### src/design/msp_pkg.sv
// ----------------------------------------------------------------------------
// msp_pkg: shared types and constants of the max score path block
// Controller states, datapath operations, address selects and the
// command/status bundles between controller and datapath.
// ----------------------------------------------------------------------------
package msp_pkg;

  // Configuration register indexes.
  localparam logic [1:0] CFG_JUMP_PENALTY = 2'd0;
  localparam logic [1:0] CFG_ROWS_IN_USE  = 2'd1;
  localparam logic [1:0] CFG_COLS_IN_USE  = 2'd2;

  localparam int unsigned CFG_IDX_W  = 2;
  localparam int unsigned CFG_DATA_W = 16;

  localparam logic [15:0] JUMP_PENALTY_RST = 16'd256;
  localparam logic [5:0]  ROWS_RST         = 6'd32;
  localparam logic [5:0]  COLS_RST         = 6'd32;

  // Q8.8 constants: starting floor of every interior cell and best value seed.
  localparam int START_FLOOR = -9 * 256;
  localparam int BEST_INIT   = -100 * 256;

  typedef enum logic [4:0] {
    S_IDLE,
    S_LOAD_WR,
    S_COPY_INIT,
    S_COPY_RD,
    S_COPY_WR,
    S_SCORE_INIT,
    S_CELL_INIT,
    S_I_RD,
    S_I_USE,
    S_J_INIT,
    S_J_RD,
    S_J_USE,
    S_SIM_RD,
    S_CELL_WR,
    S_PATH_INIT,
    S_PATH_CHK,
    S_DN_RD,
    S_DN_USE,
    S_RT_RD,
    S_RT_USE,
    S_DG_RD,
    S_DG_USE,
    S_EMIT,
    S_EMIT_END
  } ctrl_state_e;

  typedef enum logic [4:0] {
    OP_NONE,
    OP_LOAD_TAKE,
    OP_LOAD_WRITE,
    OP_COPY_INIT,
    OP_COPY_WRITE,
    OP_SCORE_INIT,
    OP_CELL_INIT,
    OP_ISCAN_USE,
    OP_JSCAN_INIT,
    OP_JSCAN_USE,
    OP_CELL_WRITE,
    OP_PATH_INIT,
    OP_TAKE_DN,
    OP_TAKE_RT,
    OP_TAKE_DG,
    OP_EMIT,
    OP_EMIT_END
  } dp_op_e;

  typedef enum logic [2:0] {
    A_LOAD,
    A_CELL,
    A_ISCAN,
    A_JSCAN,
    A_DOWN,
    A_RIGHT,
    A_DIAG
  } addr_sel_e;

  typedef struct packed {
    dp_op_e    op;
    addr_sel_e addr_sel;
  } msp_cmd_t;

  typedef struct packed {
    logic last;
    logic copy_last;
    logic i_done;
    logic j_done;
    logic cell_last;
    logic at_edge;
    logic out_free;
  } msp_stat_t;

endpackage

### src/design/msp_ctrl.sv
// ----------------------------------------------------------------------------
// msp_ctrl: sequencer of the max score path block
// Steps through loading, edge copy, interior scoring and path output,
// issuing one datapath operation and one memory address select per cycle.
// ----------------------------------------------------------------------------
module msp_ctrl (
  input  logic               clk_i,
  input  logic               rst_ni,
  input  logic               s_axis_tvalid_i,
  output logic               s_axis_tready_o,
  input  msp_pkg::msp_stat_t stat_i,
  output msp_pkg::msp_cmd_t  cmd_o
);
  import msp_pkg::*;

  ctrl_state_e state_q, state_d;

  always_ff @(posedge clk_i or negedge rst_ni) begin
    if (!rst_ni) begin
      state_q <= S_IDLE;
    end else begin
      state_q <= state_d;
    end
  end

  always_comb begin
    state_d = state_q;
    unique case (state_q)
      S_IDLE:       if (s_axis_tvalid_i) state_d = S_LOAD_WR;
      S_LOAD_WR:    state_d = stat_i.last ? S_COPY_INIT : S_IDLE;
      S_COPY_INIT:  state_d = S_COPY_RD;
      S_COPY_RD:    state_d = S_COPY_WR;
      S_COPY_WR:    state_d = stat_i.copy_last ? S_SCORE_INIT : S_COPY_RD;
      S_SCORE_INIT: state_d = S_CELL_INIT;
      S_CELL_INIT:  state_d = S_I_RD;
      S_I_RD:       state_d = stat_i.i_done ? S_J_INIT : S_I_USE;
      S_I_USE:      state_d = S_I_RD;
      S_J_INIT:     state_d = S_J_RD;
      S_J_RD:       state_d = stat_i.j_done ? S_SIM_RD : S_J_USE;
      S_J_USE:      state_d = S_J_RD;
      S_SIM_RD:     state_d = S_CELL_WR;
      S_CELL_WR:    state_d = stat_i.cell_last ? S_PATH_INIT : S_CELL_INIT;
      S_PATH_INIT:  state_d = S_PATH_CHK;
      S_PATH_CHK:   state_d = stat_i.at_edge ? S_EMIT_END : S_DN_RD;
      S_DN_RD:      state_d = S_DN_USE;
      S_DN_USE:     state_d = S_RT_RD;
      S_RT_RD:      state_d = S_RT_USE;
      S_RT_USE:     state_d = S_DG_RD;
      S_DG_RD:      state_d = S_DG_USE;
      S_DG_USE:     state_d = S_EMIT;
      S_EMIT:       if (stat_i.out_free) state_d = S_PATH_CHK;
      S_EMIT_END:   if (stat_i.out_free) state_d = S_IDLE;
      default:      state_d = S_IDLE;
    endcase
  end

  always_comb begin
    cmd_o.op        = OP_NONE;
    cmd_o.addr_sel  = A_CELL;
    s_axis_tready_o = 1'b0;
    unique case (state_q)
      S_IDLE: begin
        s_axis_tready_o = 1'b1;
        cmd_o.addr_sel  = A_LOAD;
        if (s_axis_tvalid_i) cmd_o.op = OP_LOAD_TAKE;
      end
      S_LOAD_WR: begin
        cmd_o.addr_sel = A_LOAD;
        cmd_o.op       = OP_LOAD_WRITE;
      end
      S_COPY_INIT:  cmd_o.op = OP_COPY_INIT;
      S_COPY_RD:    cmd_o.addr_sel = A_CELL;
      S_COPY_WR:    cmd_o.op = OP_COPY_WRITE;
      S_SCORE_INIT: cmd_o.op = OP_SCORE_INIT;
      S_CELL_INIT:  cmd_o.op = OP_CELL_INIT;
      S_I_RD:       cmd_o.addr_sel = A_ISCAN;
      S_I_USE:      cmd_o.op = OP_ISCAN_USE;
      S_J_INIT:     cmd_o.op = OP_JSCAN_INIT;
      S_J_RD:       cmd_o.addr_sel = A_JSCAN;
      S_J_USE:      cmd_o.op = OP_JSCAN_USE;
      S_SIM_RD:     cmd_o.addr_sel = A_CELL;
      S_CELL_WR:    cmd_o.op = OP_CELL_WRITE;
      S_PATH_INIT:  cmd_o.op = OP_PATH_INIT;
      S_PATH_CHK:   cmd_o.op = OP_NONE;
      S_DN_RD:      cmd_o.addr_sel = A_DOWN;
      S_DN_USE:     cmd_o.op = OP_TAKE_DN;
      S_RT_RD:      cmd_o.addr_sel = A_RIGHT;
      S_RT_USE:     cmd_o.op = OP_TAKE_RT;
      S_DG_RD:      cmd_o.addr_sel = A_DIAG;
      S_DG_USE:     cmd_o.op = OP_TAKE_DG;
      S_EMIT:       if (stat_i.out_free) cmd_o.op = OP_EMIT;
      S_EMIT_END:   if (stat_i.out_free) cmd_o.op = OP_EMIT_END;
      default:      cmd_o.op = OP_NONE;
    endcase
  end

  // A final element always starts a scoring pass, so no element follows it.
  a_last_blocks_input: assert property (@(posedge clk_i) disable iff (!rst_ni)
    (state_q == S_LOAD_WR && stat_i.last) |=> !s_axis_tready_o)
    else $error("input taken right after a final element");

  a_emit_only_off_edge: assert property (@(posedge clk_i) disable iff (!rst_ni)
    (state_q == S_PATH_CHK && stat_i.at_edge) |=> state_q == S_EMIT_END)
    else $error("path continued past an edge");

  a_scan_reads_cell: assert property (@(posedge clk_i) disable iff (!rst_ni)
    (state_q == S_SIM_RD) |=> (state_q == S_CELL_WR && cmd_o.op == OP_CELL_WRITE))
    else $error("cell write did not follow its similarity read");

endmodule

### config.mk
export PLATFORM = sky130hd
export DESIGN_NAME = msp_ctrl
export DESIGN_NICKNAME = d
export VERILOG_FILES = /design/src/design/msp_pkg.sv /design/src/design/msp_ctrl.sv
export SDC_FILE = /design/constraint.sdc
export NUM_CORES = 1
export LEC_CHECK = 0
export ABC_AREA = 1
export BUFFER_PORTS_ARGS = -buffer_cell sky130_fd_sc_hd__buf_2
export CORE_MARGIN = 5
export CORE_UTILIZATION = 50
export DETAILED_ROUTE_END_ITERATION = 6
export GPL_ROUTABILITY_DRIVEN = 0
export PLACE_DENSITY = 0.79
export SETUP_SLACK_MARGIN = 0.02
export SYNTH_ARGS = -nofsm -noshare
export SYNTH_HDL_FRONTEND = slang
export SYNTH_SLANG_ARGS = --single-unit
### constraint.sdc
create_clock -name clk_i -period 1.75 [get_ports clk_i]
set_input_delay 0 -clock clk_i [delete_from_list [all_inputs] [get_ports clk_i]]
set_output_delay 0 -clock clk_i [all_outputs]
set_load 0.005 [all_outputs]
## After elaboration in Yosys (flattened, before gate mapping)

Index checks and enable logic that the tools add are counted.
W data, S select, Z words.

- Register bits after elaboration: 5
- Output and inout port bits: 9

- Eq/ne operators: 26
- Mux-type cells: 16
- Reductions and logical operators: 5

Operators with widths:

| kind | count |
|---|---|
| $pmux W5 S22 | 1 |
| $pmux W5 S16 | 1 |
| $eq A5 B4 Y1 const B | 8 |
| $eq A5 B5 Y1 const B | 8 |
| $eq A5 B3 Y1 const B | 4 |
| $mux W5 | 4 |
| $pmux W3 S6 | 1 |
| $eq A5 B2 Y1 const B | 2 |
| $mux W3 | 3 |
| $mux W4 | 2 |
| $ne A2 B2 Y1 const B | 3 |
| $reduce_or A2 Y1 | 3 |
| $eq A5 B1 Y1 const B | 1 |
| $logic_not A5 Y1 | 1 |
| $mux W1 | 3 |
| $reduce_and A3 Y1 | 1 |
| $mux W2 | 1 |

## Logic depth before layout (Yosys ltp)

Gate-level depths: netlist of run 1.

- Word-level depth: 3
- Mapped depth: 10

## Worst setup path after synthesis of run 1

Ideal clock, no wire load.

- Kind: register to register
- From: reg state_q[3]
- To: reg state_q[1]
- Setup time: 0.120 ns
- Data arrival time: 1.196 ns
- Slack: 0.434 ns
- Cell stages (with the launch flop): 9
- Cells stage by stage: dfrtp_1 > nor2_2 > nand2_1 > nor2_2 > inv_1 > o21ai_1 > inv_1 > nand2_1 > nand2_1

- Word-level cells in the longest chain between the ends: 3
- Elaborated cells on any way between the ends: 31
- Those cells by class: eq/ne: 26; mux: 1; reduce/logical: 4

Ends and longest elaborated chain:

| what | RTL line | RTL |
|---|---|---|
| start: declaration | msp_ctrl.sv:16 | `ctrl_state_e state_q, state_d;` |
| start signal: assignment | msp_ctrl.sv:22 | `state_q <= state_d;` |
| $eq A5 B4 Y1 (tied with other cells) | msp_ctrl.sv:28 | `unique case (state_q)` |
| $reduce_or A2 Y1 (no source line) / $ne A2 B2 Y1 (equally long branches) | - |  |
| $pmux W5 S22 / $reduce_and A3 Y1 (equally long branches) | - |  |

Parallel ways exist; a longest one is shown, timed or not.
A chain may end at the register's enable or synchronous reset.

==> summary.md, run 1 <==
Dividing the detail-routed wire length by the instance count gives 13.8 um. Yosys attributes the largest share of cell area to nand2_1 (20%), dfrtp_1 (18%), nand3_1 (14%). Buffering stage count on the worst path with inverters included: 3. For the count of nets left with antenna violations after detail routing, the log shows 0.

The tools report the global routing usage on met1 as 26.9%. Setup repair after global routing left no endpoint under its margin. Dividing the final minimum period by the clock period gives 95.9%.

The pin count of the biggest net entering global routing is 16. The register ranked first by flip-flop count was state_q. The run gives 0 as the global route total overflow. The largest registers in the layout are state_q x5.

Headroom to the max-slew limit came out at 78.3%. At the worst endpoint, the arrival time is 1680 ps. After clock tree synthesis, the clock-pin slew on the worst setup and hold paths is 40 ps. For the number of nets in the layout, the log shows 166.

VDD sags by at most 1.12 mV. For the number of H-tree levels, the log shows 1. Yosys mapped the design onto 21 distinct sky130hd cell types. Compared with the post-synthesis result, the final layout area differs by 26.6%. Register bit total from synthesis: 5. In the final timing run, aggregate negative setup slack is 0 ps. In this run the power density over the cells is 1750 mW/mm2. The clock net in this run drives a total of 5 sinks. The root buffer cell is clkbuf_4. The die boundary width is 47.5 um, and the number of pins exceeding their max-slew limit in the final report is 0.

Counting I/O delays and the setup requirement, the final critical path takes 1680 ps. The via count of the first global-routing pass is 828, and the number of buffers between clock root and the deepest sink is 2. STA classifies the critical path startpoint as a flop. The number of hold-slack violations in the final timing report is 0, and the transition time at the pin with the least slew margin is 325 ps. After global routing, the most crowded layer is met2.

In the routed design, unresolved DRC markers number 0. Data on the critical path is required at its endpoint by 1750 ps. Clock tree synthesis inserted a total of 3 buffers. The first global-routing pass estimated 3550 um of wire.

The critical-path cell with the highest stage delay was dfrtp_2. The routed via count came out at 979. The share of the Yosys chip area taken by registers is 17.8%.

The worst setup path is of the reg -> out kind. The family with the most delay on the worst path was simple AND/OR/NAND/NOR gates. Max-cap violations in this run came to 0. Once placement finished, the instance area stood at 806 um2. The first-pass iteration count of the detailed router was 5.

The tools report the highest clock rate as 0.596 GHz. During synthesis, Yosys emitted a total of 0 warnings. Between clock sinks in the finished design, the worst skew comes to 1.30 ps. Setup violations remaining at the end of the flow were counted as 0. The total area inside the core boundary comes to 0.00132 mm2. The number of DRC violations after detailed-routing iteration 0 is 60. The run finished with clean final reports. For this run, global-route usage on met2 was measured as 37.7%. The number of nets in the synthesized netlist is 142. The area share of the largest cell type after synthesis came out at 19.8%. For the clock latency reported for the late side of the worst-skew pair, the log shows 240 ps. Dividing the synthesized area by the synthesized cell count gives 5.32 um2. The cell taking the most area after synthesis was nand2_1.

The netlist area before placement is 702 um2, and the floorplan die area is 0.00225 mm2. The tools report the capturing element type of the critical path as an output port. Traced cell by cell, the critical path runs through inv_1, nand2_1, inv_1, nand3_1, nand2_1, nor3b_2, o211ai_1, buf_2. The post-route netlist has 28.4% of its cells at a drive strength greater than 1. Summed over all layers, the routed wires come to 2340 um. The register with the most flip-flops in the layout has 5 of them.

After routing the design area is 888 um2. The instance count of the mapped netlist came out at 132. The leakage power figure was 0.527 nW; the via density per instance was 5.76.

On the worst path, the slowest cell contributes a delay of 420 ps. The maximum fanout along the worst path was 6; the number of placement rows was 13. TritonCTS built the clock tree. Effective utilization at floorplan: 53.3%. The number of antenna violations at the first check in global routing was 0.

The tightest min-delay check is of the in -> reg type. Global routing used 22.4% of the available tracks. In the global route stage, met3 resource usage came out at 3.38%. The number of input and output port buffers inserted was 18; the height of the chip was 47.5 um. For this design the top-level I/O count stands at 19.

Once detailed placement completed, the half-perimeter wirelength came to 1840 um. The repair_antennas step left the layout with diodes totalling 0.
-- cells by family after synthesis --
logic type      count (synthesis)  share of synthesized area [%]
buf+inv                        19                           10.3
flops                           5                           17.8
compound gates                 11                           9.80
simple gates                   97                           62.0
-- worst reg2reg max path: stages, from the launching register on --
cell and delay [ps]:
dfrtp_2 450, nor2_2 190, nand2_1 160, nor2_2 150
inv_1 50, o21ai_1 200, inv_1 110, nand2_1 80
nand2_1 50
-- worst paths after layout --
check / from / to / slack, ps / cells past startpoint
min: stat_i[2] / state_q[3] / 90 / 3
max in group asynchronous: rst_ni / state_q[3] / 1500 / 2
min in group asynchronous: rst_ni / state_q[0] / 100 / 2
max: state_q[1] / cmd_o[6] / 70 / 8
max reg2reg: state_q[3] / state_q[2] / 200 / 8
min reg2reg: state_q[0] / state_q[4] / 780 / 3
-- cell usage in the layout, fill, tap and decap left out, drive strengths merged --
cell	synthesis	routed
a211oi	1	1
a21oi	1	1
a41oi	1	1
buf	1	19
clkbuf	0	4
dfrtp	5	5
dlygate4sd3	0	1
inv	17	18
nand2	38	38
nand3	20	20
nand4	3	3
nor2	30	30
nor3	2	2
nor3b	3	3
nor4	1	1
o211ai	3	3
o21ai	5	5
-- power breakdown --
group	leakage, nW	internal [mW]	switching [mW]
Sequential	0.0607	0.178	0.101
Combinational	0.451	0.406	0.735
Clock	0.0150	0.0860	0.0449
Total	0.527	0.671	0.881
-- synth_stat cells --
master,instances
nand2_2,1
nor2_1,24
nand3_1,20
a41oi_1,1
inv_1,13
inv_2,4
clkinv_1,1
nor2_4,1
a211oi_1,1
dfrtp_1,5
o21ai_0,3
o211ai_1,3
nor3_1,2
nor4_1,1
nand4_1,3
a21oi_1,1
nor3b_1,3
nand2_1,37
nor2_2,5
o21ai_1,2
buf_2,1
-- layer usage --
| layer | vias up | wire [um] |
|---|---|---|
| li1 | 479 | - |
| met1 | 426 | 916 |
| met2 | 66 | 1120 |
| met3 | 8 | 249 |
| met4 | 0 | 61 |
| met5 | - | 0 |
-- stage by stage --
step                      total power [mW]  instances  hold slack (ps)  worst slack (ps)  util [%]
after global routing                  1.70        170             99.0              16.0      67.4
final                                 1.55        170             94.2              72.4      67.4
after global placement                1.32        164             -183               181      61.2
after floorplan                       1.00        132             -296               434         -
after CTS                             1.47        169             73.1              32.6      63.9
after detailed placement              1.33        164             -184               171      61.2
-- final cells by class --
class	count	area [um2]
Clock buffer	4	26.3
Multi-Input combinational cell	108	537
Timing Repair Buffer	20	108
Fill cell	122	429
Inverter	18	70.1
Tap cell	15	18.8
Sequential cell	5	129
-- timing repair --
item                                   CTS  global route
hold buffers                             1             0
setup endpoints to repair                0             8
endpoints found under the hold margin    5             0
buffers inserted                         0             1
resized for setup                        0            13
No activity file was read; power rests on OpenSTA's default activity.
==> inputs of run 2 (changes only) <==
--- a/config.mk
+++ b/config.mk
@@ -11,6 +11,7 @@
 export CORE_UTILIZATION = 50
 export DETAILED_ROUTE_END_ITERATION = 6
 export GPL_ROUTABILITY_DRIVEN = 0
+export GPL_TIMING_DRIVEN = 0
 export PLACE_DENSITY = 0.79
 export SETUP_SLACK_MARGIN = 0.02
 export SYNTH_ARGS = -nofsm -noshare
==> run 2 against run 1 <==
Net effect: highest routed layer unchanged; largest power group unchanged; combinational power about the same; routed wire length down 9.0%; hold slack worse by 17 ps; final area down 2.4%; clock power about the same; via count down 0.92%.
==> summary.md, run 2 (synthesis gave the netlist of run 1 again) <==
The peak per-stage delay on the critical path was 420 ps; the routed wirelength normalized by instance count was 12.5 um. The run gives 3430 um as the global-route wire length before repair. The critical-path cell with the highest stage delay is dfrtp_1.

The logs give 1.07 mV for the peak ir drop on the vdd network and 0.613 GHz for the highest clock rate. The effective utilization at floorplan was 53.3%. The number of pins exceeding their max-slew limit in the final report is 0. In the routed layout, each cell is associated on average with a via count of 5.71. The number of DRC violations after detailed-routing iteration 0 is 74.

Leaving out fill and tap cells, the most frequent cells in the layout are nand2_1 (37), nor2_1 (21), buf_2 (19), nand3_1 (19), inv_1 (11). Global routing used 21.7% of the available tracks. At the placement stage, the worst setup path has a slack of 214 ps. For the worst setup path, the data required time is 1750 ps. Setup violations remaining at the end of the flow were counted as 0. Launch instance of the worst min-delay path: stat_i[0]. The most critical setup path has its startpoint at state_q[0].

The power per cell area is 1770 mW/mm2, and the number of hold-slack violations in the final timing report is 0. The worst setup path is of the reg -> out kind. For this block, the via count after detailed routing is 970. STA puts the critical path data arrival time at 1630 ps. 0 antenna diodes ended up in the layout. Buffers inserted during clock tree synthesis total 3. The run gives 0.873 mW as the switching component of the power. The launch instance of the worst register-to-register path is state_q[3]. The number of nets in the layout is 166.

The cell type with the highest occurrence count on the critical path is nor2_1. The count of nets left with antenna violations once routing finished came out at 0. The worst path setup slack after routing was 120 ps; the portion of the clock cycle consumed by the worst path in the final layout was 93.2%.

Kind of start point of the critical path: a flop. The tools report the normalized max-slew margin as 80.1%. In this run the tool buffered the top-level ports with 18 buffer cells.

After clock tree synthesis, the clock-pin slew on the worst setup and hold paths is 40 ps. Excluding fillers, the count of instances in the completed layout stands at 170. The tools report the via count of the first global-routing pass as 841. The total clock sinks was 5; the layout-stage area growth over the synthesis result was 23.5%.

The most common cell after layout, fill and taps aside was nand2_1. The largest registers in the layout are state_q x5. The logs give 19 for the number of top-level pins and 5 for the first-pass iteration count of the detailed router. The total area inside the core boundary comes to 0.00132 mm2.

Sequential cells burn 17.8% of the power. The clock network is responsible for 8.6% of the overall power. Max-cap violations in this run came to 0.

The internal portion of the total power is 0.659 mW. The run finished with clean final reports. Overall power: 1.53 mW.

After floorplanning, the core was divided into 13 placement rows. For this run, design rule violations remaining after detail routing come to 0. The register with the most flip-flops in the layout has 5 of them. The type of the tightest min-delay check was in -> reg.

STA classifies the critical path endpoint as an output port. Wire length reported by the detailed router: 2130 um. The number of buffers between clock root and the deepest sink is 2.

Setup repair after global routing left no endpoint under its margin. The number of antenna violations at the first check in global routing is 0. Clock skew on the completed layout was measured at 2.32 ps.

The number of placed instances, taps included, is 165. The maximum fanout along the worst path works out to 4. The post-CTS repair timing setup buffer count is 0, and the number of H-tree levels is 1.

The wire-length estimate of the detail-placed layout is 1720 um. The die is 47.5 um wide. The global route total overflow was 0; the clock latency reported for the late side of the worst-skew pair was 240 ps.

TritonCTS built the clock tree. For the finished layout, the period the worst path requires is 1630 ps. The cell sitting at the root of the clock tree is a clkbuf_4.

The critical path goes through nand2_1, nor2_1, inv_1, nor2_4, nor2_1, o21ai_0, o21ai_1, buf_2. For the number of fill cells, the log shows 131. The leakage power figure is 0.513 nW, and the transition time at the pin with the least slew margin is 298 ps. Of the total power, the share spent switching nets is 57.0%. Of the total power, combinational logic draws 73.6%. The register ranked first by flip-flop count was state_q. Summed over all failing endpoints, the final setup total negative slack is 0 ps. The run gives 11 as the pin count of the biggest net entering global routing.

The layout cell share with drive strength beyond 1 was 27.1%. From bottom edge to top edge, the die measures 47.5 um. The floorplan step defined a die boundary enclosing 0.00225 mm2.
==> run 2: cell count changes in the layout (fill, tap and decap cells not counted) <==
| cell | change |
|---|---|
| nor3b_2 | -3 |
| dfrtp_2 | -1 |
| inv_2 | +3 |
| inv_1 | -2 |
| nor3b_1 | +3 |
| inv_4 | -1 |
| buf_2 | +1 |
| dfrtp_1 | +1 |
| buf_4 | -1 |
==> run 2: final cells by class <==
type	count	area (um2)	share of cell area, %
sequential	5	128	14.7
tap	15	18.8	2.16
buffer	1	5.00	0.577
clock buffer	4	26.3	3.03
timing repair buffer	19	100	11.5
multi-input combinational	108	522	60.2
inverter	18	67.6	7.79
==> run 2: layer usage <==
metal  part of all wire [%]  global-route usage (%)  up-vias  wire length (um)
met4                    2.3                    11.6        0                48
met3                     12                    1.13        5               254
met2                     46                    36.9       68               979
met5                      0                       0        -                 0
li1                       -                       -      482                 -
met1                     40                    27.3      415               850
==> run 2: stage by stage <==
stage | area [um2] | utilization [%] | hold slack [ps]
detailed placement | 811 | 61.5 | -183
floorplan | 702 | - | -296
global placement | 811 | 61.5 | -185
global route | 867 | 65.8 | 80.0
CTS | 847 | 64.3 | 59.2
finish | 867 | 65.8 | 77.2
==> run 2: timing repair <==
action                                 in CTS  in global routing
endpoints found under the hold margin       5                  0
hold buffers                                1                  0
gates resized for setup                     0                 10
setup endpoints to repair                   0                  5
==> run 2: power by group through the flow <==
stage | registers (mW) | clock network (mW) | logic (mW)
final | 0.273 | 0.131 | 1.13
after global routing | 0.277 | 0.152 | 1.27
after CTS | 0.259 | 0.137 | 1.08
after detailed placement | 0.261 | 0 | 1.07
after global placement | 0.259 | 0 | 1.06
after floorplan | 0.240 | 0 | 0.762
==> run 2: worst paths after layout <==
check                             end  slack [ps]  cells past startpoint
max in group asynchronous  state_q[4]        1500                      2
setup / recovery             cmd_o[0]         120                      8
hold / removal             state_q[0]          80                      4
min in group asynchronous  state_q[2]         100                      2
setup reg to reg           state_q[0]         190                      8
hold reg to reg            state_q[1]         720                      2
==> run 2: critical path, delay by kind of cell, from the launching register on <==
kind,cells,cell delay [ps]
flip-flops,1,420
AND/OR/NAND/NOR,4,550
buffers and inverters,2,260
AO/OA/AOI/OAI,2,150
