File: src/design/msp_pkg.sv
// ----------------------------------------------------------------------------
// msp_pkg: shared types and constants of the max score path block
// Controller states, datapath operations, address selects and the
// command/status bundles between controller and datapath.
// ----------------------------------------------------------------------------
package msp_pkg;

  // Configuration register indexes.
  localparam logic [1:0] CFG_JUMP_PENALTY = 2'd0;
  localparam logic [1:0] CFG_ROWS_IN_USE  = 2'd1;
  localparam logic [1:0] CFG_COLS_IN_USE  = 2'd2;

  localparam int unsigned CFG_IDX_W  = 2;
  localparam int unsigned CFG_DATA_W = 16;

  localparam logic [15:0] JUMP_PENALTY_RST = 16'd256;
  localparam logic [5:0]  ROWS_RST         = 6'd32;
  localparam logic [5:0]  COLS_RST         = 6'd32;

  // Q8.8 constants: starting floor of every interior cell and best value seed.
  localparam int START_FLOOR = -9 * 256;
  localparam int BEST_INIT   = -100 * 256;

  typedef enum logic [4:0] {
    S_IDLE,
    S_LOAD_WR,
    S_COPY_INIT,
    S_COPY_RD,
    S_COPY_WR,
    S_SCORE_INIT,
    S_CELL_INIT,
    S_I_RD,
    S_I_USE,
    S_J_INIT,
    S_J_RD,
    S_J_USE,
    S_SIM_RD,
    S_CELL_WR,
    S_PATH_INIT,
    S_PATH_CHK,
    S_DN_RD,
    S_DN_USE,
    S_RT_RD,
    S_RT_USE,
    S_DG_RD,
    S_DG_USE,
    S_EMIT,
    S_EMIT_END
  } ctrl_state_e;

  typedef enum logic [4:0] {
    OP_NONE,
    OP_LOAD_TAKE,
    OP_LOAD_WRITE,
    OP_COPY_INIT,
    OP_COPY_WRITE,
    OP_SCORE_INIT,
    OP_CELL_INIT,
    OP_ISCAN_USE,
    OP_JSCAN_INIT,
    OP_JSCAN_USE,
    OP_CELL_WRITE,
    OP_PATH_INIT,
    OP_TAKE_DN,
    OP_TAKE_RT,
    OP_TAKE_DG,
    OP_EMIT,
    OP_EMIT_END
  } dp_op_e;

  typedef enum logic [2:0] {
    A_LOAD,
    A_CELL,
    A_ISCAN,
    A_JSCAN,
    A_DOWN,
    A_RIGHT,
    A_DIAG
  } addr_sel_e;

  typedef struct packed {
    dp_op_e    op;
    addr_sel_e addr_sel;
  } msp_cmd_t;

  typedef struct packed {
    logic last;
    logic copy_last;
    logic i_done;
    logic j_done;
    logic cell_last;
    logic at_edge;
    logic out_free;
  } msp_stat_t;

endpackage

File: src/design/msp_dp.sv
// ----------------------------------------------------------------------------
// msp_dp: datapath of the max score path block
// Configuration registers, load index, cell and scan counters, running
// maximum with jump penalty, best cell tracking and the output register.
// ----------------------------------------------------------------------------
module msp_dp #(
  parameter int unsigned MAX_ROWS   = 32,
  parameter int unsigned MAX_COLS   = 32,
  parameter int unsigned SCORE_BITS = 24
) (
  input  logic                                    clk_i,
  input  logic                                    rst_ni,
  input  msp_pkg::msp_cmd_t                       cmd_i,
  output msp_pkg::msp_stat_t                      stat_o,
  input  logic [15:0]                             in_sim_i,
  input  logic                                    in_acc_i,
  input  logic                                    in_last_i,
  input  logic                                    cfg_we_i,
  input  logic [msp_pkg::CFG_IDX_W-1:0]           cfg_idx_i,
  input  logic [msp_pkg::CFG_DATA_W-1:0]          cfg_data_i,
  output logic [$clog2(MAX_ROWS*MAX_COLS)-1:0]    mem_addr_o,
  output logic                                    sim_we_o,
  output logic [15:0]                             sim_wdata_o,
  input  logic [15:0]                             sim_rdata_i,
  output logic                                    score_we_o,
  output logic [SCORE_BITS-1:0]                   score_wdata_o,
  input  logic [SCORE_BITS-1:0]                   score_rdata_i,
  output logic                                    out_valid_o,
  input  logic                                    out_ready_i,
  output logic [4:0]                              out_row_o,
  output logic [4:0]                              out_col_o,
  output logic [23:0]                             out_best_o,
  output logic                                    out_end_o
);
  import msp_pkg::*;

  localparam int unsigned RW   = $clog2(MAX_ROWS);
  localparam int unsigned CW   = $clog2(MAX_COLS);
  localparam int unsigned NRW  = $clog2(MAX_ROWS + 1);
  localparam int unsigned NCW  = $clog2(MAX_COLS + 1);
  localparam int unsigned AW   = $clog2(MAX_ROWS * MAX_COLS);
  localparam int unsigned TW   = $clog2(MAX_ROWS * MAX_COLS + 1);
  localparam int unsigned SPAN = $clog2((MAX_ROWS > MAX_COLS) ? MAX_ROWS : MAX_COLS);
  localparam int unsigned PW   = 16 + SPAN;
  localparam int unsigned W    = ((SCORE_BITS > PW) ? SCORE_BITS : PW) + 2;

  localparam logic signed [W-1:0] SMAX = W'((64'sd1 <<< (SCORE_BITS - 1)) - 64'sd1);
  localparam logic signed [W-1:0] SMIN = -SMAX - W'(1);
  localparam logic signed [W-1:0] OMAX = W'(64'sd8388607);
  localparam logic signed [W-1:0] OMIN = W'(-64'sd8388608);

  // Configuration.
  logic [15:0] jp_q;
  logic [5:0]  rows_q, cols_q;
  logic [NRW-1:0] nr;
  logic [NCW-1:0] nc;
  logic [TW-1:0]  total;

  always_ff @(posedge clk_i or negedge rst_ni) begin
    if (!rst_ni) begin
      jp_q   <= JUMP_PENALTY_RST;
      rows_q <= ROWS_RST;
      cols_q <= COLS_RST;
    end else if (cfg_we_i) begin
      unique case (cfg_idx_i)
        CFG_JUMP_PENALTY: jp_q   <= cfg_data_i;
        CFG_ROWS_IN_USE:  rows_q <= cfg_data_i[5:0];
        CFG_COLS_IN_USE:  cols_q <= cfg_data_i[5:0];
        default:          ;
      endcase
    end
  end

  always_comb begin
    if (rows_q < 6'd2) nr = NRW'(2);
    else if (7'(rows_q) > 7'(MAX_ROWS)) nr = NRW'(MAX_ROWS);
    else nr = NRW'(rows_q);
    if (cols_q < 6'd2) nc = NCW'(2);
    else if (7'(cols_q) > 7'(MAX_COLS)) nc = NCW'(MAX_COLS);
    else nc = NCW'(cols_q);
    total = TW'(nr) * TW'(nc);
  end

  // Registers.
  logic [AW-1:0]                load_idx_q;
  logic signed [15:0]           in_sim_q;
  logic                         in_acc_q, in_last_q;
  logic                         phase_q;
  logic [RW-1:0]                cur_r_q, i_q, best_r_q;
  logic [CW-1:0]                cur_c_q, j_q, best_c_q;
  logic [PW-1:0]                pen_q;
  logic signed [W-1:0]          m_q;
  logic signed [SCORE_BITS-1:0] best_q, dn_q, rt_q, dg_q;
  logic                         out_valid_q, out_end_q;
  logic [4:0]                   out_row_q, out_col_q;
  logic [23:0]                  out_best_q;

  // Address generation: flat index r + c*R, one small multiply.
  logic [AW-1:0] kw;
  logic [RW-1:0] ar;
  logic [CW-1:0] ac;
  logic [AW-1:0] cell_addr;

  assign kw = (TW'(load_idx_q) >= total) ? '0 : load_idx_q;

  always_comb begin
    ar = cur_r_q;
    ac = cur_c_q;
    unique case (cmd_i.addr_sel)
      A_LOAD:  begin ar = cur_r_q;            ac = cur_c_q;            end
      A_CELL:  begin ar = cur_r_q;            ac = cur_c_q;            end
      A_ISCAN: begin ar = i_q;                ac = cur_c_q + CW'(1);   end
      A_JSCAN: begin ar = cur_r_q + RW'(1);   ac = j_q;                end
      A_DOWN:  begin ar = cur_r_q + RW'(1);   ac = cur_c_q;            end
      A_RIGHT: begin ar = cur_r_q;            ac = cur_c_q + CW'(1);   end
      A_DIAG:  begin ar = cur_r_q + RW'(1);   ac = cur_c_q + CW'(1);   end
      default: begin ar = cur_r_q;            ac = cur_c_q;            end
    endcase
  end

  assign cell_addr  = AW'(TW'(ar) + TW'(ac) * TW'(nr));
  assign mem_addr_o = (cmd_i.addr_sel == A_LOAD) ? kw : cell_addr;

  // Element load, with saturating accumulate.
  logic signed [16:0] acc_sum;
  logic signed [15:0] load_val;

  always_comb begin
    acc_sum = 17'(in_sim_q) + 17'($signed(sim_rdata_i));
    if (!in_acc_q) load_val = in_sim_q;
    else if (acc_sum[16] != acc_sum[15]) load_val = acc_sum[16] ? 16'sh8000 : 16'sh7FFF;
    else load_val = acc_sum[15:0];
  end

  // Penalized candidate and cell score.
  logic signed [W-1:0]          score_w, cand, sim_w, v_wide, best_w;
  logic signed [SCORE_BITS-1:0] v;
  logic [4:0]                   row5, col5;
  logic [23:0]                  best24;

  always_comb begin
    score_w = W'($signed(score_rdata_i));
    cand    = score_w - $signed(W'(pen_q));
    sim_w   = W'($signed(sim_rdata_i));
    v_wide  = m_q + sim_w;
    if (v_wide > SMAX) v = SMAX[SCORE_BITS-1:0];
    else if (v_wide < SMIN) v = SMIN[SCORE_BITS-1:0];
    else v = v_wide[SCORE_BITS-1:0];
    best_w = W'(best_q);
    if (best_w > OMAX) best24 = OMAX[23:0];
    else if (best_w < OMIN) best24 = OMIN[23:0];
    else best24 = best_w[23:0];
    row5 = 5'(cur_r_q);
    col5 = 5'(cur_c_q);
  end

  assign sim_we_o      = (cmd_i.op == OP_LOAD_WRITE);
  assign sim_wdata_o   = load_val;
  assign score_we_o    = (cmd_i.op == OP_COPY_WRITE) || (cmd_i.op == OP_CELL_WRITE);
  assign score_wdata_o = (cmd_i.op == OP_COPY_WRITE) ?
                         SCORE_BITS'($signed(sim_rdata_i)) : v;

  // Status.
  logic at_edge;
  assign at_edge = (NRW'(cur_r_q) == nr - NRW'(1)) || (NCW'(cur_c_q) == nc - NCW'(1));

  always_comb begin
    stat_o.last      = in_last_q;
    stat_o.copy_last = phase_q && (NRW'(cur_r_q) == nr - NRW'(1));
    stat_o.i_done    = ((NRW + 1)'(i_q) + (NRW + 1)'(2)) > (NRW + 1)'(nr);
    stat_o.j_done    = ((NCW + 1)'(j_q) + (NCW + 1)'(2)) > (NCW + 1)'(nc);
    stat_o.cell_last = (cur_r_q == '0) && (cur_c_q == '0);
    stat_o.at_edge   = at_edge;
    stat_o.out_free  = !out_valid_q || out_ready_i;
  end

  // Control registers.
  always_ff @(posedge clk_i or negedge rst_ni) begin
    if (!rst_ni) begin
      load_idx_q  <= '0;
      best_q      <= SCORE_BITS'(BEST_INIT);
      best_r_q    <= '0;
      best_c_q    <= '0;
      out_valid_q <= 1'b0;
      in_last_q   <= 1'b0;
      phase_q     <= 1'b0;
    end else begin
      if (out_ready_i && cmd_i.op != OP_EMIT && cmd_i.op != OP_EMIT_END) begin
        out_valid_q <= 1'b0;
      end
      unique case (cmd_i.op)
        OP_LOAD_TAKE: begin
          load_idx_q <= kw;
          in_last_q  <= in_last_i;
        end
        OP_LOAD_WRITE: begin
          if (in_last_q || (TW'(load_idx_q) + TW'(1) >= total)) load_idx_q <= '0;
          else load_idx_q <= load_idx_q + AW'(1);
        end
        OP_COPY_INIT:  phase_q <= 1'b0;
        OP_COPY_WRITE: if (!phase_q && NCW'(cur_c_q) == nc - NCW'(1)) phase_q <= 1'b1;
        OP_SCORE_INIT: best_q <= SCORE_BITS'(BEST_INIT);
        OP_CELL_WRITE: begin
          if (v > best_q) begin
            best_q   <= v;
            best_r_q <= cur_r_q;
            best_c_q <= cur_c_q;
          end
        end
        OP_EMIT, OP_EMIT_END: out_valid_q <= 1'b1;
        default: ;
      endcase
    end
  end

  // Payload and counters.
  always_ff @(posedge clk_i) begin
    unique case (cmd_i.op)
      OP_LOAD_TAKE: begin
        in_sim_q <= $signed(in_sim_i);
        in_acc_q <= in_acc_i;
      end
      OP_COPY_INIT: begin
        cur_r_q <= RW'(nr - NRW'(1));
        cur_c_q <= '0;
      end
      OP_COPY_WRITE: begin
        if (!phase_q) begin
          if (NCW'(cur_c_q) == nc - NCW'(1)) cur_r_q <= '0;
          else cur_c_q <= cur_c_q + CW'(1);
        end else begin
          cur_r_q <= cur_r_q + RW'(1);
        end
      end
      OP_SCORE_INIT: begin
        cur_r_q <= RW'(nr - NRW'(2));
        cur_c_q <= CW'(nc - NCW'(2));
      end
      OP_CELL_INIT: begin
        m_q   <= W'(START_FLOOR);
        pen_q <= PW'(jp_q);
        i_q   <= cur_r_q + RW'(1);
      end
      OP_ISCAN_USE, OP_JSCAN_USE: begin
        if (cand > m_q) m_q <= cand;
        pen_q <= pen_q + PW'(jp_q);
        if (cmd_i.op == OP_ISCAN_USE) i_q <= i_q + RW'(1);
        else j_q <= j_q + CW'(1);
      end
      OP_JSCAN_INIT: begin
        pen_q <= PW'(jp_q);
        j_q   <= cur_c_q + CW'(1);
      end
      OP_CELL_WRITE: begin
        if (cur_r_q == '0) begin
          if (cur_c_q != '0) begin
            cur_c_q <= cur_c_q - CW'(1);
            cur_r_q <= RW'(nr - NRW'(2));
          end
        end else begin
          cur_r_q <= cur_r_q - RW'(1);
        end
      end
      OP_PATH_INIT: begin
        cur_r_q <= (NRW'(best_r_q) > nr - NRW'(1)) ? RW'(nr - NRW'(1)) : best_r_q;
        cur_c_q <= (NCW'(best_c_q) > nc - NCW'(1)) ? CW'(nc - NCW'(1)) : best_c_q;
      end
      OP_TAKE_DN: dn_q <= $signed(score_rdata_i);
      OP_TAKE_RT: rt_q <= $signed(score_rdata_i);
      OP_TAKE_DG: dg_q <= $signed(score_rdata_i);
      OP_EMIT: begin
        out_row_q  <= row5;
        out_col_q  <= col5;
        out_best_q <= best24;
        out_end_q  <= 1'b0;
        if (dn_q > rt_q && dn_q > dg_q) begin
          cur_r_q <= cur_r_q + RW'(1);
        end else if (rt_q > dg_q) begin
          cur_c_q <= cur_c_q + CW'(1);
        end else begin
          cur_r_q <= cur_r_q + RW'(1);
          cur_c_q <= cur_c_q + CW'(1);
        end
      end
      OP_EMIT_END: begin
        out_row_q  <= row5;
        out_col_q  <= col5;
        out_best_q <= best24;
        out_end_q  <= 1'b1;
      end
      default: ;
    endcase
  end

  assign out_valid_o = out_valid_q;
  assign out_row_o   = out_row_q;
  assign out_col_o   = out_col_q;
  assign out_best_o  = out_best_q;
  assign out_end_o   = out_end_q;

  a_one_store_write: assert property (@(posedge clk_i) disable iff (!rst_ni)
    !(sim_we_o && score_we_o))
    else $error("both stores written in one cycle");

  a_emit_in_range: assert property (@(posedge clk_i) disable iff (!rst_ni)
    (cmd_i.op == OP_EMIT) |-> ((NRW'(cur_r_q) < nr - NRW'(1)) &&
                                (NCW'(cur_c_q) < nc - NCW'(1))))
    else $error("path point outside the interior");

  a_end_on_edge: assert property (@(posedge clk_i) disable iff (!rst_ni)
    (cmd_i.op == OP_EMIT_END) |-> at_edge)
    else $error("final path point not on an edge");

endmodule

File: config.mk
export PLATFORM = sky130hd
export DESIGN_NAME = msp_dp
export DESIGN_NICKNAME = d
export VERILOG_FILES = /design/src/design/msp_pkg.sv /design/src/design/msp_dp.sv
export SDC_FILE = /design/constraint.sdc
export NUM_CORES = 1
export LEC_CHECK = 0
export ABC_AREA = 1
export BUFFER_PORTS_ARGS = -buffer_cell sky130_fd_sc_hd__buf_2
export CORE_MARGIN = 5
export CORE_UTILIZATION = 50
export CTS_BUF_LIST = sky130_fd_sc_hd__clkbuf_16
export CTS_CLUSTER_DIAMETER = 30
export DETAILED_ROUTE_END_ITERATION = 12
export GPL_TIMING_DRIVEN = 1
export PLACE_DENSITY = 0.78
export SYNTH_ARGS = -nofsm -noshare
export SYNTH_HDL_FRONTEND = slang
export SYNTH_SLANG_ARGS = --single-unit
File: constraint.sdc
create_clock -name clk_i -period 7.16 [get_ports clk_i]
set_clock_uncertainty 0.1 [all_clocks]
set_input_delay 0.716 -clock clk_i [delete_from_list [all_inputs] [get_ports clk_i]]
set_output_delay 0.716 -clock clk_i [all_outputs]
set_load 0.02 [all_outputs]
# --- Yosys cells after proc, flatten, opt, wreduce, memory -nomap -nowiden ---
# Cells that the tools add are included.
totals:
  wordCells: 194
  reg_bits: 266
  output_inout_bits: 95
op_classes:
  mux: 46
  n_reduce_logical: 42
  n_eq_ne: 41
  n_mul: 2
  n_lt_le_gt_ge: 19
  n_addsub: 19
ops:
  columns: ["op", "n"]
  rows:
  - ["24-bit two-way mux", 5]
  - ["24-bit greater-than comparator", 4]
  - ["5-bit two-way mux", 15]
  - ["5-bit case mux with 6 select lines", 2]
  - ["26-bit case mux with 2 select lines", 1]
  - ["16-bit two-way mux", 3]
  - ["24-bit case mux with 2 select lines", 1]
  - ["21-bit case mux with 2 select lines", 1]
  - ["5-bit by 4-bit == test with 1-bit output (second input constant)", 8]
  - ["5-bit case mux with 2 select lines", 4]
  - ["10-bit two-way mux", 3]
  - ["26-bit by 16-bit adder with 26-bit output", 1]
  - ["25-bit by 26-bit greater-than comparator with 1-bit output", 1]
  - ["26-bit by 24-bit greater-than comparator with 1-bit output (second input constant)", 1]
  - ["26-bit by 24-bit less-than comparator with 1-bit output (second input constant)", 1]
  - ["26-bit two-way mux", 1]
  - ["24-bit by 22-bit subtractor with 25-bit output", 1]
  - ["24-bit greater-than comparator (second input constant)", 1]
  - ["24-bit less-than comparator (second input constant)", 1]
  - ["6-bit two-way mux", 4]
  - ["21-bit by 16-bit adder with 21-bit output", 1]
  - ["5-bit by 1-bit adder with 5-bit output (second input constant)", 4]
  - ["5-bit by 3-bit == test with 1-bit output (second input constant)", 4]
  - ["10-bit case mux with 2 select lines", 1]
  - ["other kinds (47)", 100]

# --- Logic depth before layout (Yosys ltp) ---
depth:
  depth_word: 8
  ltp_mapped: 34
  depth_no_buf: 32

# --- Worst setup path before layout ---
# Ideal clock, no wire load.
synth_timing:
  kind: "flip-flop to output port"
  start: "register cols_q[5]"
  end: "output mem_addr_o[0]"
  setup_slack_ns: 1.200
  t_required_ns: 6.344
  path_stages_with_launch: 26
  t_arrival_ns: 5.144
  n_path_buf: 2
  path_cell_list: "dfstp_2 > buf_4 > nor2_1 > o21ai_1 > nor2_1 > fa_1 > inv_1 > fa_1 > fa_1 > inv_1 > ha_1 > a21oi_1 > nand2_1 > xnor2_1 > ha_1 > a21o_1 > nor2_1 > nand2_1 > nand2_1 > nand3_1 > nand2_1 > nand2_1 > nand2_1 > buf_2 > nand2_1 > o21ai_0"
synth_via:
  elab_chain_cells: 7
synth_rtl:
  columns: ["item", "line", "source"]
  rows:
  - ["start, declared", "msp_dp.sv:54", "logic [5:0] rows_q, cols_q;"]
  - ["start signal, assigned", "msp_dp.sv:68", "CFG_COLS_IN_USE: cols_q <= cfg_data_i[5:0];"]
  - ["6-bit greater-than comparator", "msp_dp.sv:79", "else if (7'(cols_q) > 7'(MAX_COLS)) nc = NCW'(MAX_COLS);"]
  - ["6-bit two-way mux", "msp_dp.sv:79", null]
  - ["6-bit two-way mux (*)", "msp_dp.sv:78", "if (cols_q < 6'd2) nc = NCW'(2);"]
  - ["6-bit by 6-bit multiplier with 11-bit output (*)", "msp_dp.sv:81", "total = TW'(nr) * TW'(nc);"]
  - ["10-bit by 11-bit >= comparator with 1-bit output (*)", "msp_dp.sv:104", "assign kw = (TW'(load_idx_q) >= total) ? '0 : load_idx_q;"]
  - ["10-bit two-way mux (*)", "msp_dp.sv:104", null]
  - ["10-bit two-way mux (*)", "msp_dp.sv:122", "assign mem_addr_o = (cmd_i.addr_sel == A_LOAD) ? kw : cell_addr;"]
  - ["end, declared", "msp_dp.sv:21", "output logic [$clog2(MAX_ROWS*MAX_COLS)-1:0] mem_addr_o,"]
# Mark *: on every way between the ends. The rest lies on a longest branch, timed or not.

# --- Worst setup path after layout ---
layout_timing:
  start: "register cols_q[2]"
  end: "output mem_addr_o[2]"
# The elaborated chain is that of the path after synthesis.

==> metrics <==
vias in the first global route=approximately 20000; first-pass GRT wire length=103000 um; largest net degree at the start of global routing=64; nature of the critical path startpoint=register; Die Ht=225 um; Starting DRT DRC Count=between 1500 and 2000; via count=20800; Critical Path RT=6340 ps; post-synth top area share=0.247; worst slew pin tran=between 1000 and 1500 ps; Starting Density=0.508; initial antenna violation count=9; clk slew on worst S/H paths=50 ps; CTS tree=built; CTS HTree Levels=3; setup ws final=around 460 ps; largest fanout on the critical path=17; Post-Syn Area=23100 um^2; Main synth FF type=edfxtp_1; core area=45500 um^2; residual DRC count=0; Synth cell types=56; crit end category=output port; FMAX=approximately 150 MHz; CTS root buf=clkbuf_16; RePlAce Congestion=approximately 1; ys async rst share=0.283; hpwl dp=49400 um; Reg2Reg Launch Point=cols_q[2]$_DFFE_PN0P_; multi-input logic area=between 10000 and 15000 um^2; Period minus WS final=6700 ps; Area Overhead vs Synth=16.9%; start point of the critical path=cols_q[2]$_DFFE_PN0P_; Worst R2R End=load_idx_q[0]$_DFFE_PN0P_; worst rel slew slack=0.259; Synth Register Bits=~270; R2R setup slack=1830 ps; Mapped Nets=around 3400; die area=about 51000 um^2; mean post-synth cell area=7.64 um^2; Crit Path Category=register to output port; fill count=4046; status=finished clean; row count=78; placed instance area=24500 um^2; CP Capture Point=mem_addr_o[2]; GRT Util Overall=0.249; Nets=~3600; Routed WL=64000 um; static leakage=13.6 nW; Clock Sinks=between 200 and 300; # IOs=around 180; fin crit share=0.936; Antenna Nets Post-Route=0; max-cap check violation count=0; final hold violations=0; setup TNS=0 ps; IO Port Bufs=between 150 and 200; min-delay worst type=primary input to register; clk buf depth=3; EDFF count, synth=190; Setup violations, final=0; first-pass iteration count of the detailed router=6; Post-Layout Inst Area=27000 um^2; layout cells sized above 1=0.127; largest area contributor in the netlist=edfxtp_1; yosys warns=0; top post-synthesis cells by area=edfxtp_1 (25%), ha_1 (16%), nand2_1 (13%); WL/cell=16.5 um; GRT overflow=0; Seq/Total Area, Yosys=0.329; CP most frequent cell=nand2_1; Arr. time, crit path=5880 ps; R2R cell count=28; pwr dens=around 280 nW/um^2; pre-CTS setup slack=828 ps; Die Wd=225 um; Final Power=0.00749 W; Post-Synthesis Cells=3023; CTS buffer count=66; Via density=about 5.4; Slew Limit Fails=0; clock latency on the worst-skew pair=600 ps; Register Area=approximately 7600 um^2; Worst path max stage delay=around 550 ps; worst ir drop on vdd=0.239 mV; slowest library cell on the worst path=fa_1
## logic make-up after synthesis
| logic type | share of synthesized area |
|---|---|
| and+or+nand+nor | 0.249 |
| buffers and inverters | 0.0903 |
| AOI/OAI and AO/OA | 0.0987 |
| adders and majority gates | 0.191 |
| DFF | 0.329 |
| xor gates and xnor gates | 0.0371 |
| muxes | 0.00488 |
## worst max-delay path, delay by kind of cell, from the launching register on
family / cells / cell delay (ps)
compound gates: 3 / 500
xor+xnor: 1 / 150
buf+inv: 4 / 620
flops: 1 / 410
fa+ha+maj: 5 / 2180
simple gates: 14 / 1400
## worst min path at each step
stage	cells after the start	to	startpoint	slack, ps
2_1_floorplan	0	best_c_q[0]$_DFFE_PN0P_	rst_ni	320
3_3_place_gp	0	out_best_o[3]$_SDFFCE_PN1P_	best_q[3]$_DFFE_PN0P_	360
3_5_place_dp	0	out_best_o[2]$_SDFFCE_PN1P_	best_q[2]$_DFFE_PN0P_	360
4_1_cts	1	in_sim_q[13]$_DFFE_PP_	in_sim_i[13]	170
5_1_grt	1	in_sim_q[8]$_DFFE_PP_	in_sim_i[8]	180
6_report	1	in_sim_q[8]$_DFFE_PP_	in_sim_i[8]	200
## report_power, final
| group | leakage (nW) | internal [W] | switching, W |
|---|---|---|---|
| clock network | 1.13 | 0.00210 | 0.000992 |
| logic | 9.84 | 0.000859 | 0.00156 |
| registers | 2.65 | 0.00185 | 0.000126 |
| total | 13.6 | 0.00481 | 0.00268 |
## per-stage QoR
stage / util / cells / hold WS [ps]
2_1_floorplan: - / 3023 / 320
3_3_place_gp: 0.540 / 3751 / 361
3_5_place_dp: 0.540 / 3751 / 360
4_1_cts: 0.591 / 3873 / 170
5_1_grt: 0.593 / 3881 / 182
6_report: 0.593 / 3881 / 200
## cells in the final DEF (no fill, tap or decap), drive strengths merged, types with 38 or more instances in the layout
cell type | netlist | layout
a21oi | 181 | 181
buf | 23 | 203
clkbuf | 46 | 68
dfrtp | 60 | 60
edfxtp | 190 | 190
ha | 294 | 294
inv | 463 | 472
nand2 | 807 | 807
nand3 | 180 | 180
nand4 | 47 | 47
nor2 | 280 | 280
o21ai | 153 | 153
xnor2 | 38 | 38
xor2 | 59 | 59
## cell usage after synthesis (5+ instances only)
cell / number
nand2_2: 28
clkbuf_1: 46
o21bai_1: 12
o211ai_1: 9
fa_1: 36
buf_4: 5
dfstp_2: 15
nand2_1: 776
o21ai_0: 147
a31oi_1: 9
inv_1: 458
nand3b_1: 7
a22oi_1: 5
nor2_2: 8
a211oi_1: 5
nand3_1: 177
a21oi_1: 181
o21a_1: 7
nor3_1: 28
dfrtp_1: 60
o22ai_1: 5
nor2_1: 272
xnor2_1: 37
inv_2: 5
mux2_2: 10
edfxtp_1: 190
ha_1: 294
nand4_1: 47
a21o_1: 6
or2_2: 13
xor2_1: 59
buf_2: 12
## sequential cells by signal (all words and copies together), names as in the netlist, 5 cells and up
name,flops
best_q,24
pen_q,21
dg_q,24
rows_q,6
i_q,5
load_idx_q,10
out_row_o,5
out_col_o,5
j_q,5
best_r_q,5
cols_q,6
dn_q,24
jp_q,16
in_sim_q,16
cur_r_q,5
col5,5
m_q,25
best_c_q,5
rt_q,24
out_best_o,24
## layout make-up
| cell class | count | share of cell area |
|---|---|---|
| antenna | 1 | 0.0000928 |
| sequential | 265 | 0.282 |
| multi-input combinational | 2223 | 0.499 |
| timing repair inverter | 1 | 0.000186 |
| clock buffer | 68 | 0.0631 |
| tap | 600 | 0.0278 |
| timing repair buffer | 204 | 0.0402 |
| clock inverter | 53 | 0.0227 |
| inverter | 466 | 0.0650 |
## metal layers
layer	vias up	wire length, um	track usage
li1	10400	-	-
met1	9475	27200	0.324
met2	806	29600	0.413
met3	153	5130	0.0577
met4	16	2000	0.0839
met5	-	121	0
## repair_timing
item	4_1_cts	5_1_grt
setup endpoints to repair	0	10
setup buffers	0	6
resized for setup	0	15
hold buffers	1	0
hold endpoints to repair	1	0
No activity file was read; power rests on OpenSTA's default activity.
